<file path="config.mk">
export PLATFORM = sky130hd
export DESIGN_NAME = msd_ctrl
export DESIGN_NICKNAME = d
export VERILOG_FILES = /design/src/hw/rtl/msd_pkg.sv /design/src/hw/rtl/msd_ctrl.sv
export SDC_FILE = /design/constraint.sdc
export NUM_CORES = 1
export LEC_CHECK = 0
export BUFFER_PORTS_ARGS = -buffer_cell sky130_fd_sc_hd__buf_2
export CORE_MARGIN = 4
export CORE_UTILIZATION = 56
export CTS_BUF_LIST = sky130_fd_sc_hd__clkbuf_2 sky130_fd_sc_hd__clkbuf_4 sky130_fd_sc_hd__clkbuf_8
export CTS_CLUSTER_SIZE = 12
export DETAILED_ROUTE_END_ITERATION = 16
export PLACE_DENSITY = 0.94
export SLEW_MARGIN = 20
export SYNTH_ARGS = -nofsm -noshare
export SYNTH_HDL_FRONTEND = slang
export SYNTH_SLANG_ARGS = --single-unit
</file>
<file path="constraint.sdc">
create_clock -name clk -period 2 [get_ports clk]
set_input_delay 0.4 -clock clk [delete_from_list [all_inputs] [get_ports clk]]
set_output_delay 0.4 -clock clk [all_outputs]
set_load 0.02 [all_outputs]
</file>
<file path="src/hw/rtl/msd_pkg.sv">
// ----------------------------------------------------------------------------
// msd_pkg
// Shared types, constants and controller/datapath command codes for the
// Markov chain stationary distribution block.
// ----------------------------------------------------------------------------
package msd_pkg;

  // Storage sizes and number format
  localparam int TABLE_DEPTH = 1024;
  localparam int DIST_DEPTH  = 256;
  localparam int TBL_AW      = 10;
  localparam int DIST_AW     = 8;
  localparam int PROB_W      = 32;
  localparam int SUM_W       = 37;   // up to 31 weights of 32 bits
  localparam int ACC_W       = 37;   // up to 31 product terms per entry
  localparam logic [PROB_W-1:0] PROB_MAX = '1;

  // Request kinds
  localparam logic [1:0] KIND_WRITE = 2'd0;
  localparam logic [1:0] KIND_RUN   = 2'd1;
  localparam logic [1:0] KIND_RDTBL = 2'd2;
  localparam logic [1:0] KIND_RDST  = 2'd3;

  // Result status codes
  localparam logic [1:0] ST_OK      = 2'd0;
  localparam logic [1:0] ST_RANGE   = 2'd1;
  localparam logic [1:0] ST_NOCONV  = 2'd2;
  localparam logic [1:0] ST_NOTCOMP = 2'd3;

  // Configuration register indexes
  localparam int CFG_IW = 3;
  localparam logic [CFG_IW-1:0] CFG_ALPHABET = 3'd0;
  localparam logic [CFG_IW-1:0] CFG_ORDER    = 3'd1;
  localparam logic [CFG_IW-1:0] CFG_STAT_EN  = 3'd2;
  localparam logic [CFG_IW-1:0] CFG_TOL      = 3'd3;
  localparam logic [CFG_IW-1:0] CFG_MAX_IT   = 3'd4;

  typedef struct packed {
    logic [1:0]  kind;
    logic [9:0]  index;
    logic [31:0] weight;
  } in_req_t;

  typedef struct packed {
    logic [31:0] value;
    logic [1:0]  status;
    logic [15:0] iterations;
  } out_rsp_t;

  // Datapath commands, one per cycle
  typedef enum logic [5:0] {
    OP_NOP, OP_CAPTURE, OP_WRITE, OP_SZ_INIT, OP_SZ_STEP, OP_RUN_ERR,
    OP_RD_ERR, OP_RD_ISSUE, OP_RD_DONE, OP_N_FIRST, OP_SUM_START, OP_N_RD,
    OP_SUM_ACC, OP_ROW_NEXT, OP_COL_RESET, OP_DIV_ROW, OP_N_WR,
    OP_RUN_NOSTAT, OP_U_START, OP_FILL, OP_P_CONV, OP_P_FAIL, OP_P_START,
    OP_A_RD, OP_A_MUL, OP_A_WR, OP_F_RD, OP_F_CMP1, OP_F_CMP2,
    OP_RD3_ERR3, OP_RD3_ERR1, OP_RD3_ISSUE, OP_RD3_DONE, OP_OUT_LOAD
  } op_t;

  // Datapath status back to the controller
  typedef struct packed {
    logic sz_done;
    logic sz_bad;
    logic rd_idx_bad;
    logic is_run;
    logic rows_done;
    logic col_last;
    logic sum_zero;
    logic div_busy;
    logic stat_en;
    logic pos_last;
    logic conv;
    logic at_limit;
    logic e_last;
    logic computed;
    logic idx3_bad;
    logic out_free;
  } stat_t;

endpackage

</file>
<file path="src/hw/rtl/msd_ctrl.sv">
// ----------------------------------------------------------------------------
// msd_ctrl
// Controller: sequences weight writes, sizing, row normalization, power
// iteration and reads, issuing one datapath command per cycle.
// ----------------------------------------------------------------------------
module msd_ctrl (
  input  logic           clk,
  input  logic           rst_n,
  input  logic           in_valid,
  input  logic [1:0]     in_kind,
  input  msd_pkg::stat_t stat,
  output msd_pkg::op_t   op,
  output logic           in_stall
);

  typedef enum logic [4:0] {
    S_IDLE, S_WRITE, S_SZ_INIT, S_SZ_STEP, S_SZ_CHECK, S_RD_DONE,
    S_N_ROW, S_N_SUM_RD, S_N_SUM_ACC, S_N_CHK, S_N_DRD, S_N_DLOAD, S_N_DIV,
    S_N_DWR, S_U_DIV, S_U_FILL, S_P_CHECK, S_A_RD, S_A_MUL, S_A_WR,
    S_F_RD, S_F_CMP1, S_F_CMP2, S_RD3, S_RD3_DONE, S_DONE
  } state_t;

  state_t state_r, state_nxt;

  // next state and command
  always_comb begin
    state_nxt = state_r;
    op        = msd_pkg::OP_NOP;
    unique case (state_r)
      S_IDLE: begin
        if (in_valid) begin
          op = msd_pkg::OP_CAPTURE;
          unique case (in_kind) inside
            msd_pkg::KIND_WRITE: state_nxt = S_WRITE;
            msd_pkg::KIND_RUN, msd_pkg::KIND_RDTBL: state_nxt = S_SZ_INIT;
            default: state_nxt = S_RD3;
          endcase
        end
      end
      S_WRITE: begin
        op = msd_pkg::OP_WRITE;
        state_nxt = S_DONE;
      end
      S_SZ_INIT: begin
        op = msd_pkg::OP_SZ_INIT;
        state_nxt = S_SZ_STEP;
      end
      S_SZ_STEP: begin
        if (stat.sz_done) state_nxt = S_SZ_CHECK;
        else op = msd_pkg::OP_SZ_STEP;
      end
      S_SZ_CHECK: begin
        if (stat.is_run) begin
          if (stat.sz_bad) begin
            op = msd_pkg::OP_RUN_ERR;
            state_nxt = S_DONE;
          end else begin
            op = msd_pkg::OP_N_FIRST;
            state_nxt = S_N_ROW;
          end
        end else if (stat.sz_bad || stat.rd_idx_bad) begin
          op = msd_pkg::OP_RD_ERR;
          state_nxt = S_DONE;
        end else begin
          op = msd_pkg::OP_RD_ISSUE;
          state_nxt = S_RD_DONE;
        end
      end
      S_RD_DONE: begin
        op = msd_pkg::OP_RD_DONE;
        state_nxt = S_DONE;
      end
      // row normalization
      S_N_ROW: begin
        if (stat.rows_done) begin
          if (stat.stat_en) begin
            op = msd_pkg::OP_U_START;
            state_nxt = S_U_DIV;
          end else begin
            op = msd_pkg::OP_RUN_NOSTAT;
            state_nxt = S_DONE;
          end
        end else begin
          op = msd_pkg::OP_SUM_START;
          state_nxt = S_N_SUM_RD;
        end
      end
      S_N_SUM_RD: begin
        op = msd_pkg::OP_N_RD;
        state_nxt = S_N_SUM_ACC;
      end
      S_N_SUM_ACC: begin
        op = msd_pkg::OP_SUM_ACC;
        state_nxt = stat.col_last ? S_N_CHK : S_N_SUM_RD;
      end
      S_N_CHK: begin
        if (stat.sum_zero) begin
          op = msd_pkg::OP_ROW_NEXT;
          state_nxt = S_N_ROW;
        end else begin
          op = msd_pkg::OP_COL_RESET;
          state_nxt = S_N_DRD;
        end
      end
      S_N_DRD: begin
        op = msd_pkg::OP_N_RD;
        state_nxt = S_N_DLOAD;
      end
      S_N_DLOAD: begin
        op = msd_pkg::OP_DIV_ROW;
        state_nxt = S_N_DIV;
      end
      S_N_DIV: begin
        if (!stat.div_busy) state_nxt = S_N_DWR;
      end
      S_N_DWR: begin
        op = msd_pkg::OP_N_WR;
        state_nxt = stat.col_last ? S_N_ROW : S_N_DRD;
      end
      // uniform start
      S_U_DIV: begin
        if (!stat.div_busy) state_nxt = S_U_FILL;
      end
      S_U_FILL: begin
        op = msd_pkg::OP_FILL;
        if (stat.pos_last) state_nxt = S_P_CHECK;
      end
      // power iteration
      S_P_CHECK: begin
        if (stat.conv) begin
          op = msd_pkg::OP_P_CONV;
          state_nxt = S_DONE;
        end else if (stat.at_limit) begin
          op = msd_pkg::OP_P_FAIL;
          state_nxt = S_DONE;
        end else begin
          op = msd_pkg::OP_P_START;
          state_nxt = S_A_RD;
        end
      end
      S_A_RD: begin
        op = msd_pkg::OP_A_RD;
        state_nxt = S_A_MUL;
      end
      S_A_MUL: begin
        op = msd_pkg::OP_A_MUL;
        state_nxt = S_A_WR;
      end
      S_A_WR: begin
        op = msd_pkg::OP_A_WR;
        state_nxt = stat.e_last ? S_F_RD : S_A_RD;
      end
      S_F_RD: begin
        op = msd_pkg::OP_F_RD;
        state_nxt = S_F_CMP1;
      end
      S_F_CMP1: begin
        op = msd_pkg::OP_F_CMP1;
        state_nxt = S_F_CMP2;
      end
      S_F_CMP2: begin
        op = msd_pkg::OP_F_CMP2;
        state_nxt = stat.pos_last ? S_P_CHECK : S_F_RD;
      end
      // stationary read
      S_RD3: begin
        if (!stat.computed) begin
          op = msd_pkg::OP_RD3_ERR3;
          state_nxt = S_DONE;
        end else if (stat.idx3_bad) begin
          op = msd_pkg::OP_RD3_ERR1;
          state_nxt = S_DONE;
        end else begin
          op = msd_pkg::OP_RD3_ISSUE;
          state_nxt = S_RD3_DONE;
        end
      end
      S_RD3_DONE: begin
        op = msd_pkg::OP_RD3_DONE;
        state_nxt = S_DONE;
      end
      S_DONE: begin
        if (stat.out_free) begin
          op = msd_pkg::OP_OUT_LOAD;
          state_nxt = S_IDLE;
        end
      end
      default: state_nxt = S_IDLE;
    endcase
  end

  always_ff @(posedge clk) begin
    if (!rst_n) state_r <= S_IDLE;
    else        state_r <= state_nxt;
  end

  // no request is taken while in reset
  assign in_stall = (state_r != S_IDLE) || !rst_n;

endmodule

</file>
==> report_table.html, run 1 <==
<table>
<tr><th>Metric</th><th>Value</th></tr>
<tr><th colspan="2">Place</th></tr>
<tr><td>Placement-stage worst setup slack</td><td>0.0913 ns</td></tr>
<tr><td>Detailed placer's ending HPWL</td><td>3070 um</td></tr>
<tr><td>GPL Wtd Cong</td><td>1.11</td></tr>
<tr><td>Number of port buffers</td><td>27</td></tr>
<tr><th colspan="2">Timing</th></tr>
<tr><td>Pins Over Slew Limit</td><td>0</td></tr>
<tr><td>Setup TNS Final</td><td>-0.208 ns</td></tr>
<tr><td>Headroom to the max-slew limit</td><td>67.5%</td></tr>
<tr><td>Count of final hold-check violations</td><td>0</td></tr>
<tr><td>Worst hold-check slack</td><td>0.474 ns</td></tr>
<tr><td>Period utilisation layout</td><td>104%</td></tr>
<tr><td>Slew @ Worst Pin</td><td>0.483 ns</td></tr>
<tr><td>Final setup vio count</td><td>5</td></tr>
<tr><td>Upper clock frequency limit</td><td>0.479 GHz</td></tr>
<tr><td>Setup slack after layout</td><td>-0.0865 ns</td></tr>
<tr><td>Final critical-path required period</td><td>2.09 ns</td></tr>
<tr><td>RSZ-0062 raised after global routing</td><td>true</td></tr>
<tr><td>Fin Clk Skew</td><td>0.0000973 ns</td></tr>
<tr><th colspan="2">Synth</th></tr>
<tr><td>Most repeated cell in the gate-level netlist after synthesis</td><td>o21ai_0</td></tr>
<tr><td>Netlist Area Pre-Place</td><td>1180 um2</td></tr>
<tr><td>Cell count after synthesis</td><td>169</td></tr>
<tr><td>Largest area contributor in the synthesized netlist</td><td>dfxtp_1</td></tr>
<tr><td>Top cell type's share of synthesized area</td><td>8.47%</td></tr>
<tr><td>Most instantiated flip-flop cell in the synthesis netlist</td><td>dfxtp_1</td></tr>
<tr><td>Number of synthesized register bits</td><td>5</td></tr>
<tr><td>Synth Area per Inst</td><td>6.99 um2</td></tr>
<tr><td>Ys async rst share</td><td>0%</td></tr>
<tr><td>Cell types occupying the most area after synthesis</td><td>dfxtp_1 8.5%, o21ai_0 6.8%, nor2b_1 4.8%</td></tr>
<tr><td>Synthesized Nets</td><td>192</td></tr>
<tr><td>Top cell types by occurrence after synthesis</td><td>16 x o21ai_0, 14 x nor2_1, 12 x nand2_1</td></tr>
<tr><td>Sequential share of the synthesized area</td><td>8.47%</td></tr>
<tr><td>Number of warnings printed during yosys synthesis</td><td>0</td></tr>
<tr><td>EDFF count, synth</td><td>0</td></tr>
<tr><td>Count of different cell masters after synthesis</td><td>55</td></tr>
<tr><th colspan="2">Power</th></tr>
<tr><td>Net Switching</td><td>1.50 mW</td></tr>
<tr><td>Net Sw Frac</td><td>53.5%</td></tr>
<tr><td>Internal power contribution</td><td>1.30 mW</td></tr>
<tr><td>Static Leak</td><td>0.715 nW</td></tr>
<tr><td>Share of total power in the clock network</td><td>4.5%</td></tr>
<tr><td>Max VDD drop</td><td>1.15 mV</td></tr>
<tr><td>Flop pwr share</td><td>10.1%</td></tr>
<tr><td>Combinational Power Share</td><td>85.4%</td></tr>
<tr><td>Pwr/cell area</td><td>1710 nW/um2</td></tr>
<tr><th colspan="2">Setup path</th></tr>
<tr><td>Launch point of the worst reg-to-reg path</td><td>state_r[0]</td></tr>
<tr><td>Critical path capture point type</td><td>primary output</td></tr>
<tr><td>Critical path depth</td><td>5</td></tr>
<tr><td>Crit-path cells</td><td>buf_4 -&gt; nor3_1 -&gt; a32oi_1 -&gt; o211ai_1 -&gt; buf_4</td></tr>
<tr><td>Maximum single-stage delay on the critical path</td><td>0.38 ns</td></tr>
<tr><td>Count of cells along the worst register-to-register path</td><td>8</td></tr>
<tr><td>Required arrival time at the worst endpoint</td><td>1.60 ns</td></tr>
<tr><td>Buffers &amp; Inverters on Critical Path</td><td>2</td></tr>
<tr><td>CP top delay family</td><td>flip-flops</td></tr>
<tr><td>Crit-path most repeated cell</td><td>buf_4</td></tr>
<tr><td>Type of element launching the critical path</td><td>flip-flop</td></tr>
<tr><td>Worst-path maximum fanout</td><td>9</td></tr>
<tr><td>Type of the worst setup path</td><td>reg -&gt; out</td></tr>
<tr><td>End of the worst register-to-register path</td><td>state_r[2]</td></tr>
<tr><td>Slowest cell on the critical path</td><td>dfxtp_2</td></tr>
<tr><td>Critical path data arrival time</td><td>1.69 ns</td></tr>
<tr><td>Slack of the worst reg-to-reg path</td><td>0.18 ns</td></tr>
<tr><th colspan="2">Routing</th></tr>
<tr><td>Total Wirelength</td><td>4930 um</td></tr>
<tr><td>Vias per Instance</td><td>7.06</td></tr>
<tr><td>Final routed wire length divided by cell count</td><td>20.0 um</td></tr>
<tr><td>Count of antenna-violating nets left after detailed routing</td><td>0</td></tr>
<tr><td># DRC</td><td>0</td></tr>
<tr><td>Overall via count from detail_route</td><td>1,745</td></tr>
<tr><td>Number of detailed-route iterations in the first pass</td><td>7</td></tr>
<tr><td>Number of design-rule violations left by the first detailed-router iteration</td><td>192</td></tr>
<tr><th colspan="2">Global routing</th></tr>
<tr><td>Antenna violations before repair</td><td>0</td></tr>
<tr><td>Vias in the first global route</td><td>1,362</td></tr>
<tr><td>Sum of overflow across all layers after global routing</td><td>0</td></tr>
<tr><td>First-pass GRT wire length</td><td>6420 um</td></tr>
<tr><td>Maximum number of pins on one net before global-route repair</td><td>18</td></tr>
<tr><td>Global-route usage over all layers</td><td>30.1%</td></tr>
<tr><th colspan="2">Clocking</th></tr>
<tr><td>Number of buffers created by CTS</td><td>3</td></tr>
<tr><td>Clock latency on the worst-skew pair</td><td>0.26 ns</td></tr>
<tr><td>Buffer levels on the longest clock path</td><td>2</td></tr>
<tr><td>H-tree depth</td><td>1</td></tr>
<tr><td>Clock transition at the registers of the reported paths</td><td>0.05 ns</td></tr>
<tr><td>Number of clock sinks</td><td>5</td></tr>
<tr><td>Buffer cell driving the clock tree root</td><td>clkbuf_4</td></tr>
<tr><td>Clock tree from TritonCTS</td><td>yes</td></tr>
<tr><th colspan="2">Cells and area</th></tr>
<tr><td>Registers with the highest flip-flop counts</td><td>state_r: 5 flops</td></tr>
<tr><td>Fraction of final layout cells with drive strength greater than 1</td><td>43.6%</td></tr>
<tr><td>Syn-to-layout area delta</td><td>38.9%</td></tr>
<tr><td>Most flops, register</td><td>state_r</td></tr>
<tr><td>Diode count</td><td>0</td></tr>
<tr><td>Flip-flop count of the largest register after layout</td><td>5</td></tr>
<tr><td>Net count reported at finish</td><td>244</td></tr>
<tr><th colspan="2">Die</th></tr>
<tr><td>Num rows</td><td>16</td></tr>
<tr><td>I/O pin count</td><td>28</td></tr>
<tr><td>Starting utilization of the core area</td><td>59.6%</td></tr>
<tr><td>Core Region</td><td>1980 um2</td></tr>
<tr><td>Die height</td><td>53.9 um</td></tr>
<tr><td>Chip Width</td><td>53.9 um</td></tr>
<tr><td>Die footprint</td><td>2910 um2</td></tr>
<tr><th colspan="2">Hold path</th></tr>
<tr><td>Number of stages on the worst hold path</td><td>3</td></tr>
<tr><td>Hold-critical path endpoint</td><td>state_r[1]</td></tr>
<tr><td>Hold WC Path Type</td><td>in -&gt; reg</td></tr>
<tr><td>Source of the worst hold timing path</td><td>rst_n</td></tr>
<tr><th colspan="2">Flow run</th></tr>
<tr><td>MaxCap Viol Count</td><td>0</td></tr>
<tr><th colspan="2">Run status</th></tr>
<tr><td>Run status</td><td>finished with violations</td></tr>
<tr><td>Violated checks</td><td>negative setup slack</td></tr>
</table>
## logic make-up after synthesis
kind of cell / synth area share, %
flip-flops: 8.47
AND/OR/NAND/NOR: 32.7
multiplexers: 1.69
AO/OA/AOI/OAI: 42.4
buffers and inverters: 11.9
XOR/XNOR: 0.742
adder cells (fa/ha/maj): 2.12
## layer usage
metal  global-route usage (%)  wire length [um]  share of wire (%)  vias up
met5                        0                 0                  0        -
met4                     14.0               170                3.4        0
met3                     2.22               645                 13       35
met2                     50.0              2250                 46      176
met1                     38.9              1870                 38      787
li1                         -                 -                  -      747
## per-stage QoR
| stage | cell area (um2) | utilization, % | cells | power, mW |
|---|---|---|---|---|
| after CTS | 1470 | 74.1 | 232 | 2.39 |
| after global routing | 1640 | 82.8 | 247 | 2.93 |
| after floorplan | 1180 | - | 169 | 1.60 |
| final | 1640 | 82.8 | 247 | 2.80 |
| after detailed placement | 1390 | 69.9 | 226 | 2.16 |
| after global placement | 1390 | 69.9 | 226 | 2.09 |
## power groups by stage
stage | logic, mW | clock network, mW | registers (mW)
floorplan | 1.42 | 0 | 0.185
global placement | 1.85 | 0 | 0.241
detailed placement | 1.91 | 0 | 0.248
CTS | 1.99 | 0.125 | 0.274
global route | 2.51 | 0.134 | 0.286
finish | 2.40 | 0.126 | 0.282
## cells in the final DEF, fill, tap and decap left out, drive strengths merged, types with 4 or more instances in the layout
cell	netlist	routed
buf	14	63
o21ai	17	17
nor2	14	14
nand2	13	13
a21oi	10	10
nor2b	9	9
inv	9	8
a31oi	6	6
nand3	6	6
nor3	6	6
nand4	5	5
o211ai	5	5
dfxtp	5	5
nor4	4	4
## what timing repair did
item | 4_1_cts | 5_1_grt
setup endpoints to repair | 5 | 5
endpoints found under the hold margin | 0 | 0
pin swaps | 1 | 6
resized for setup | 17 | 19
setup buffers | 2 | 15
hold buffers | 0 | 0
cloned | 0 | 0
## worst reg2reg max path, delay by kind of cell, from the launching register on
kind	cells	cell delay (ns)
simple gates	1	0.31
flops	1	0.39
compound gates	3	0.37
buf+inv	4	0.60
## layout make-up
class | count | area [um2]
Clock buffer | 3 | 22.5
Clock inverter | 1 | 5.00
Fill cell | 118 | 342
Inverter | 9 | 37.5
Multi-Input combinational cell | 139 | 981
Sequential cell | 5 | 116
Tap cell | 27 | 33.8
Timing Repair Buffer | 63 | 444
## worst max-delay path by stage
stage                       end  slack [ns]  startpoint
final                     op[0]       -0.09  state_r[1]
after floorplan           op[5]        0.08  state_r[1]
after global routing      op[0]       -0.19  state_r[3]
after detailed placement  op[0]        0.09  state_r[0]
after global placement    op[1]        0.14     stat[5]
after CTS                 op[0]      0.0002  state_r[0]
Power figures use the tool's default switching activity.
==> run 2: changes to the inputs <==
--- a/config.mk
+++ b/config.mk
@@ -6,7 +6,6 @@
 export NUM_CORES = 1
 export LEC_CHECK = 0
 export BUFFER_PORTS_ARGS = -buffer_cell sky130_fd_sc_hd__buf_2
-export CORE_MARGIN = 4
 export CORE_UTILIZATION = 56
 export CTS_BUF_LIST = sky130_fd_sc_hd__clkbuf_2 sky130_fd_sc_hd__clkbuf_4 sky130_fd_sc_hd__clkbuf_8
 export CTS_CLUSTER_SIZE = 12
==> run 2 against run 1 <==
  * Global-route usage up 6.2 points
  * First-iteration DRC count increased by 9.9%
  * Setup slack improved by 0.040 ns
  * Critical path depth is 2 higher
  * The run still ends with negative setup slack left
  * Final cell count rose by 0.81%
  * Clock-buffer cell count is the same
  * Largest cell class unchanged
  * Highest routed layer unchanged
  * Wire length increased by 6.2%
==> report_table.html, run 2 (synthesized netlist as in run 1, its figures left out) <==
<table>
<tr><th>Metric</th><th>Value</th></tr>
<tr><th colspan="2">Place</th></tr>
<tr><td># placed instances</td><td>227</td></tr>
<tr><td>Number of port buffers</td><td>27</td></tr>
<tr><td>Detailed placer's ending HPWL</td><td>2860 um</td></tr>
<tr><td>GPL Wtd Cong</td><td>1.04</td></tr>
<tr><td>Placement-stage worst setup slack</td><td>0.0592 ns</td></tr>
<tr><th colspan="2">Die</th></tr>
<tr><td>Die footprint</td><td>2300 um2</td></tr>
<tr><td>Core Region</td><td>1980 um2</td></tr>
<tr><td>Starting utilization of the core area</td><td>59.6%</td></tr>
<tr><td>Chip Width</td><td>47.9 um</td></tr>
<tr><td>Die height</td><td>47.9 um</td></tr>
<tr><td>I/O pin count</td><td>28</td></tr>
<tr><td>Num rows</td><td>16</td></tr>
<tr><th colspan="2">Timing</th></tr>
<tr><td>Upper clock frequency limit</td><td>0.489 GHz</td></tr>
<tr><td>Final critical-path required period</td><td>2.05 ns</td></tr>
<tr><td>Final setup vio count</td><td>3</td></tr>
<tr><td>Headroom to the max-slew limit</td><td>69.1%</td></tr>
<tr><td>Period utilisation layout</td><td>102%</td></tr>
<tr><td>Fin Clk Skew</td><td>0.00773 ns</td></tr>
<tr><td>Worst hold-check slack</td><td>0.473 ns</td></tr>
<tr><td>Slew @ Worst Pin</td><td>0.459 ns</td></tr>
<tr><td>Count of final hold-check violations</td><td>0</td></tr>
<tr><td>Setup slack after layout</td><td>-0.0461 ns</td></tr>
<tr><td>Pins Over Slew Limit</td><td>0</td></tr>
<tr><td>RSZ-0062 raised after global routing</td><td>true</td></tr>
<tr><th colspan="2">Cells and area</th></tr>
<tr><td>Most common cell after layout, fill and taps aside</td><td>buf_4</td></tr>
<tr><td>Most used cells in the layout excluding fill and tap cells</td><td>34 x buf_4, 23 x buf_2, 12 x o21ai_0</td></tr>
<tr><td>Net count reported at finish</td><td>246</td></tr>
<tr><td>Final Non-Filler Cells</td><td>249</td></tr>
<tr><td>Flip-flop count of the largest register after layout</td><td>5</td></tr>
<tr><td>Syn-to-layout area delta</td><td>44.3%</td></tr>
<tr><td>Most flops, register</td><td>state_r</td></tr>
<tr><td>Diode count</td><td>0</td></tr>
<tr><td>Fraction of final layout cells with drive strength greater than 1</td><td>46.4%</td></tr>
<tr><td>Registers with the highest flip-flop counts</td><td>state_r: 5 flops</td></tr>
<tr><th colspan="2">Setup path</th></tr>
<tr><td>Buffers &amp; Inverters on Critical Path</td><td>2</td></tr>
<tr><td>Critical path data arrival time</td><td>1.65 ns</td></tr>
<tr><td>Required arrival time at the worst endpoint</td><td>1.60 ns</td></tr>
<tr><td>Critical path capture point type</td><td>primary output</td></tr>
<tr><td>Crit-path cells</td><td>buf_6 -&gt; nor2b_1 -&gt; o211a_1 -&gt; a31oi_1 -&gt; a2bb2oi_2 -&gt; o211ai_1 -&gt; buf_4</td></tr>
<tr><td>CP top delay family</td><td>compound AO/OA/AOI/OAI gates</td></tr>
<tr><td>Worst-path maximum fanout</td><td>6</td></tr>
<tr><td>Type of element launching the critical path</td><td>flip-flop</td></tr>
<tr><td>Maximum single-stage delay on the critical path</td><td>0.37 ns</td></tr>
<tr><td>Type of the worst setup path</td><td>reg -&gt; out</td></tr>
<tr><td>Slowest cell on the critical path</td><td>dfxtp_4</td></tr>
<tr><th colspan="2">Routing</th></tr>
<tr><td>Number of detailed-route iterations in the first pass</td><td>5</td></tr>
<tr><td>Total Wirelength</td><td>5240 um</td></tr>
<tr><td>Final routed wire length divided by cell count</td><td>21.0 um</td></tr>
<tr><td># DRC</td><td>0</td></tr>
<tr><td>Overall via count from detail_route</td><td>1,779</td></tr>
<tr><td>Number of design-rule violations left by the first detailed-router iteration</td><td>211</td></tr>
<tr><td>Vias per Instance</td><td>7.14</td></tr>
<tr><td>Count of antenna-violating nets left after detailed routing</td><td>0</td></tr>
<tr><th colspan="2">Global routing</th></tr>
<tr><td>Global-route usage over all layers</td><td>36.2%</td></tr>
<tr><td>Vias in the first global route</td><td>1,317</td></tr>
<tr><td>Sum of overflow across all layers after global routing</td><td>0</td></tr>
<tr><td>Antenna violations before repair</td><td>0</td></tr>
<tr><td>First-pass GRT wire length</td><td>5840 um</td></tr>
<tr><td>Maximum number of pins on one net before global-route repair</td><td>26</td></tr>
<tr><th colspan="2">Clocking</th></tr>
<tr><td>H-tree depth</td><td>1</td></tr>
<tr><td>Buffer cell driving the clock tree root</td><td>clkbuf_4</td></tr>
<tr><td>Number of clock sinks</td><td>5</td></tr>
<tr><td>Clock tree from TritonCTS</td><td>yes</td></tr>
<tr><td>Buffer levels on the longest clock path</td><td>2</td></tr>
<tr><td>CTS Hold Bufs</td><td>0</td></tr>
<tr><td>Number of buffers created by CTS</td><td>3</td></tr>
<tr><td>Clock latency on the worst-skew pair</td><td>0.26 ns</td></tr>
<tr><td>Clock transition at the registers of the reported paths</td><td>0.05 ns</td></tr>
<tr><th colspan="2">Power</th></tr>
<tr><td>Internal power contribution</td><td>1.42 mW</td></tr>
<tr><td>Net Sw Frac</td><td>53.3%</td></tr>
<tr><td>Combinational Power Share</td><td>86.7%</td></tr>
<tr><td>Net Switching</td><td>1.62 mW</td></tr>
<tr><td>Pwr/cell area</td><td>1780 nW/um2</td></tr>
<tr><td>Power, Total</td><td>3.03 mW</td></tr>
<tr><td>Share of total power in the clock network</td><td>4.1%</td></tr>
<tr><td>Max VDD drop</td><td>1.30 mV</td></tr>
<tr><td>Flop pwr share</td><td>9.2%</td></tr>
<tr><td>Static Leak</td><td>0.739 nW</td></tr>
<tr><th colspan="2">Hold path</th></tr>
<tr><td>Hold WC Path Type</td><td>in -&gt; reg</td></tr>
<tr><th colspan="2">Run status</th></tr>
<tr><td>Run status</td><td>finished with violations</td></tr>
<tr><td>Violated checks</td><td>negative setup slack</td></tr>
<tr><th colspan="2">Flow run</th></tr>
<tr><td>MaxCap Viol Count</td><td>0</td></tr>
</table>
[run 2: cell count changes in the layout (fill, tap and decap cells not counted), moves of 2 or more]
cell,delta
buf_6,+4
buf_4,-3
nand3_1,-2
nand3_2,+2
o21ai_2,+2
[run 2: stage by stage]
stage / TNS, ns / cell area (um2) / util, %
3_5_place_dp: 0 / 1410 / 71.0
2_1_floorplan: 0 / 1180 / -
4_1_cts: -0.160 / 1480 / 74.8
5_1_grt: -0.262 / 1700 / 86.0
6_report: -0.0972 / 1700 / 86.0
3_3_place_gp: 0 / 1410 / 71.0
[run 2: per-layer routing]
metal	GRT usage, %	up-vias	share of wire [%]
met3	4.91	59	14
met2	59.2	198	44
met4	17.8	0	6.3
met1	46.3	767	35
li1	-	755	-
met5	0	-	0
[run 2: worst paths after layout]
check,from,endpoint,slack (ns),cells past startpoint
min,rst_n,state_r[3],0.47,3
max,state_r[4],op[0],-0.05,7
min reg2reg,state_r[1],state_r[1],0.72,2
max reg2reg,state_r[4],state_r[2],0.11,9
[run 2: tightest hold or removal path: cells and delay by family]
kind,cells,cell delay [ns]
buf+inv,1,0.12
compound gates,1,0.07
simple gates,1,0.10
[run 2: cell type report]
class / count / area [um2]
repair buffers: 65 / 477
flip-flops and latches: 5 / 119
fillers: 104 / 278
multi-input cells: 139 / 1010
clock buffers: 3 / 22.5
well taps: 27 / 33.8
inverters: 9 / 37.5
clock inverters: 1 / 5.00
[run 2: what timing repair did]
action                                  4_1_cts  5_1_grt
setup buffers                                 3       14
pin swaps                                     1        9
cloned                                        0        1
endpoints found under the setup margin        5        5
gates resized for setup                      14       31
[run 2: power groups by stage]
stage / clock (mW) / combinational, mW / sequential [mW]
2_1_floorplan: 0 / 1.42 / 0.185
3_3_place_gp: 0 / 1.86 / 0.249
3_5_place_dp: 0 / 1.92 / 0.255
4_1_cts: 0.126 / 2.01 / 0.277
5_1_grt: 0.135 / 2.74 / 0.283
6_report: 0.124 / 2.63 / 0.279
==> run 3: changes to the inputs <==
==> constraint.sdc (replaced) <==
create_clock -name clk -period 1.95 [get_ports clk]
set_input_delay 0.39 -clock clk [delete_from_list [all_inputs] [get_ports clk]]
set_output_delay 0.39 -clock clk [all_outputs]
set_load 0.02 [all_outputs]
==> run 3 against run 2 <==
  * The run still ends with negative setup slack left
  * Via count grew 0.45%
  * Clock power grew 9%
  * Sequential share of layout area up 0.29 points
  * Utilization fell by 3.4 points
  * Combinational power fell by 3%
  * Register-to-register slack better by 0.08 ns
  * Setup slack got worse by 0.081 ns
  * Sequential power is 3% higher
  * Worst hold slack worse by 0.015 ns
  * First-iteration DRC count is 18% lower
  * Wire length is 4.1% lower
  * Power down 2.5%
  * Critical path type unchanged
==> report_table.html, run 3 (synthesized netlist as in run 1, its figures left out) <==
<table>
<tr><th>Metric</th><th>Value</th></tr>
<tr><th colspan="2">Setup path</th></tr>
<tr><td>Maximum single-stage delay on the critical path</td><td>0.36 ns</td></tr>
<tr><td>Critical path depth</td><td>7</td></tr>
<tr><td>Slack of the worst reg-to-reg path</td><td>0.19 ns</td></tr>
<tr><td>CP top delay family</td><td>simple AND/OR/NAND/NOR gates</td></tr>
<tr><td>Slowest cell on the critical path</td><td>dfxtp_4</td></tr>
<tr><td>Type of element launching the critical path</td><td>flip-flop</td></tr>
<tr><td>Critical path capture point type</td><td>primary output</td></tr>
<tr><td>End of the worst register-to-register path</td><td>state_r[3]</td></tr>
<tr><td>Count of cells along the worst register-to-register path</td><td>9</td></tr>
<tr><td>Launch point of the worst reg-to-reg path</td><td>state_r[0]</td></tr>
<tr><td>Worst-path maximum fanout</td><td>9</td></tr>
<tr><td>Critical path data arrival time</td><td>1.69 ns</td></tr>
<tr><td>Buffers &amp; Inverters on Critical Path</td><td>2</td></tr>
<tr><td>Crit-path cells</td><td>buf_6 -&gt; nor3_4 -&gt; nand2_1 -&gt; o22ai_2 -&gt; a31oi_1 -&gt; o211ai_1 -&gt; buf_4</td></tr>
<tr><td>Type of the worst setup path</td><td>reg -&gt; out</td></tr>
<tr><td>Required arrival time at the worst endpoint</td><td>1.56 ns</td></tr>
<tr><th colspan="2">Die</th></tr>
<tr><td>Num rows</td><td>16</td></tr>
<tr><td>Die footprint</td><td>2300 um2</td></tr>
<tr><td>Core Region</td><td>1980 um2</td></tr>
<tr><td>Starting utilization of the core area</td><td>59.6%</td></tr>
<tr><td>Die height</td><td>47.9 um</td></tr>
<tr><td>Chip Width</td><td>47.9 um</td></tr>
<tr><td>I/O pin count</td><td>28</td></tr>
<tr><th colspan="2">Place</th></tr>
<tr><td>GPL Wtd Cong</td><td>1.08</td></tr>
<tr><td>Instance area after placement</td><td>1430 um2</td></tr>
<tr><td>Detailed placer's ending HPWL</td><td>3040 um</td></tr>
<tr><td>Number of port buffers</td><td>27</td></tr>
<tr><th colspan="2">Routing</th></tr>
<tr><td>Number of detailed-route iterations in the first pass</td><td>6</td></tr>
<tr><td>Overall via count from detail_route</td><td>1,787</td></tr>
<tr><td>Count of antenna-violating nets left after detailed routing</td><td>0</td></tr>
<tr><td># DRC</td><td>0</td></tr>
<tr><td>Vias per Instance</td><td>7.32</td></tr>
<tr><td>Number of design-rule violations left by the first detailed-router iteration</td><td>173</td></tr>
<tr><td>Met3 Routed Length</td><td>547 um</td></tr>
<tr><td>Final routed wire length divided by cell count</td><td>20.6 um</td></tr>
<tr><td>Met2 wire length</td><td>2260 um</td></tr>
<tr><td>Total Wirelength</td><td>5020 um</td></tr>
<tr><td>DR top layer</td><td>met4</td></tr>
<tr><td>Wire length on met1</td><td>1800 um</td></tr>
<tr><th colspan="2">Hold path</th></tr>
<tr><td>Number of stages on the worst hold path</td><td>3</td></tr>
<tr><td>Hold-critical path endpoint</td><td>state_r[2]</td></tr>
<tr><td>Hold WC Path Type</td><td>in -&gt; reg</td></tr>
<tr><td>Source of the worst hold timing path</td><td>rst_n</td></tr>
<tr><th colspan="2">Timing</th></tr>
<tr><td>Slew @ Worst Pin</td><td>0.569 ns</td></tr>
<tr><td>Headroom to the max-slew limit</td><td>61.7%</td></tr>
<tr><td>Setup slack after layout</td><td>-0.127 ns</td></tr>
<tr><td>RSZ-0062 raised after global routing</td><td>true</td></tr>
<tr><td>Upper clock frequency limit</td><td>0.481 GHz</td></tr>
<tr><td>Final setup vio count</td><td>4</td></tr>
<tr><td>Fin Clk Skew</td><td>0.00344 ns</td></tr>
<tr><td>Pins Over Slew Limit</td><td>0</td></tr>
<tr><td>Count of final hold-check violations</td><td>0</td></tr>
<tr><td>Period utilisation layout</td><td>107%</td></tr>
<tr><td>Final critical-path required period</td><td>2.08 ns</td></tr>
<tr><td>Setup TNS Final</td><td>-0.328 ns</td></tr>
<tr><td>Worst hold-check slack</td><td>0.458 ns</td></tr>
<tr><th colspan="2">Clocking</th></tr>
<tr><td>H-tree depth</td><td>1</td></tr>
<tr><td>Buffer cell driving the clock tree root</td><td>clkbuf_4</td></tr>
<tr><td>Clock tree from TritonCTS</td><td>yes</td></tr>
<tr><td>Clock latency on the worst-skew pair</td><td>0.24 ns</td></tr>
<tr><td>Number of buffers created by CTS</td><td>3</td></tr>
<tr><td>Number of clock sinks</td><td>5</td></tr>
<tr><td>Clock transition at the registers of the reported paths</td><td>0.04 ns</td></tr>
<tr><td>Buffer levels on the longest clock path</td><td>2</td></tr>
<tr><td>CTS Hold Bufs</td><td>0</td></tr>
<tr><th colspan="2">Cells and area</th></tr>
<tr><td>Flip-flop count of the largest register after layout</td><td>5</td></tr>
<tr><td>Registers with the highest flip-flop counts</td><td>state_r: 5 flops</td></tr>
<tr><td>Finished layout cell area</td><td>1640 um2</td></tr>
<tr><td>Diode count</td><td>0</td></tr>
<tr><td>Share of the core filled with cells in the final layout</td><td>82.6%</td></tr>
<tr><td>Most common cell after layout, fill and taps aside</td><td>buf_4</td></tr>
<tr><td>Filler cell count</td><td>121</td></tr>
<tr><td>Net count reported at finish</td><td>241</td></tr>
<tr><td>Syn-to-layout area delta</td><td>38.6%</td></tr>
<tr><td>Most flops, register</td><td>state_r</td></tr>
<tr><td>Fraction of final layout cells with drive strength greater than 1</td><td>44.7%</td></tr>
<tr><td>Most used cells in the layout excluding fill and tap cells</td><td>29 x buf_4, 23 x buf_2, 13 x o21ai_0</td></tr>
<tr><th colspan="2">Global routing</th></tr>
<tr><td>Global-route usage over all layers</td><td>42.2%</td></tr>
<tr><td>Sum of overflow across all layers after global routing</td><td>0</td></tr>
<tr><td>Maximum number of pins on one net before global-route repair</td><td>17</td></tr>
<tr><td>Vias in the first global route</td><td>1,434</td></tr>
<tr><td>Antenna violations before repair</td><td>0</td></tr>
<tr><td>First-pass GRT wire length</td><td>6650 um</td></tr>
<tr><th colspan="2">Run status</th></tr>
<tr><td>Violated checks</td><td>negative setup slack</td></tr>
<tr><td>Run status</td><td>finished with violations</td></tr>
<tr><th colspan="2">Power</th></tr>
<tr><td>Pwr/cell area</td><td>1810 nW/um2</td></tr>
<tr><td>Net Switching</td><td>1.57 mW</td></tr>
<tr><td>Max VDD drop</td><td>1.47 mV</td></tr>
<tr><td>Flop pwr share</td><td>9.7%</td></tr>
<tr><td>Internal power contribution</td><td>1.39 mW</td></tr>
<tr><td>Share of total power in the clock network</td><td>4.5%</td></tr>
<tr><td>Static Leak</td><td>0.707 nW</td></tr>
<tr><td>Combinational Power Share</td><td>85.8%</td></tr>
<tr><td>Power, Total</td><td>2.96 mW</td></tr>
<tr><td>Net Sw Frac</td><td>53.1%</td></tr>
<tr><th colspan="2">Flow run</th></tr>
<tr><td>MaxCap Viol Count</td><td>0</td></tr>
</table>
-- run 3: tightest hold or removal path, cell delays in order --
cell and delay, ns:
buf_2 0.12, nand3_2 0.09, o2bb2ai_1 0.06
-- run 3: how the worst max path moves through the flow --
stage,startpoint,end
floorplan,state_r[1],op[5]
global placement,state_r[2],op[0]
detailed placement,state_r[2],op[0]
CTS,state_r[0],op[1]
global route,state_r[3],op[0]
finish,state_r[4],op[0]
-- run 3: per-stage QoR --
stage / instances / worst slack [ns]
floorplan: 169 / 0.0414
global placement: 232 / 0.0811
detailed placement: 232 / 0.0523
CTS: 240 / -0.0206
global route: 244 / -0.202
finish: 244 / -0.127
-- run 3: timing repair --
action,CTS,global route
gates resized for setup,19,25
pin swaps,3,3
setup endpoints to repair,5,5
buffers inserted,4,4
-- run 3: layout make-up --
cell class                      instances  area (um2)  area share, %
Inverter                                9        33.8           2.06
Sequential cell                         5         119           7.26
Multi-Input combinational cell        139        1000           61.3
Clock buffer                            4        30.0           1.83
Tap cell                               27        33.8           2.06
Timing Repair Buffer                   60         417           25.5
-- run 3: power groups by stage --
| stage | combinational [mW] | clock (mW) | sequential, mW |
|---|---|---|---|
| floorplan | 1.45 | 0 | 0.190 |
| global placement | 1.96 | 0 | 0.247 |
| detailed placement | 2.02 | 0 | 0.253 |
| CTS | 2.12 | 0.135 | 0.281 |
| global route | 2.68 | 0.143 | 0.288 |
| finish | 2.54 | 0.135 | 0.286 |
-- run 3: routing by layer --
metal / global-route usage [%] / vias to the layer above
li1: - / 747
met1: 51.6 / 795
met2: 66.5 / 176
met3: 9.06 / 69
met4: 27.2 / 0
met5: 0 / -
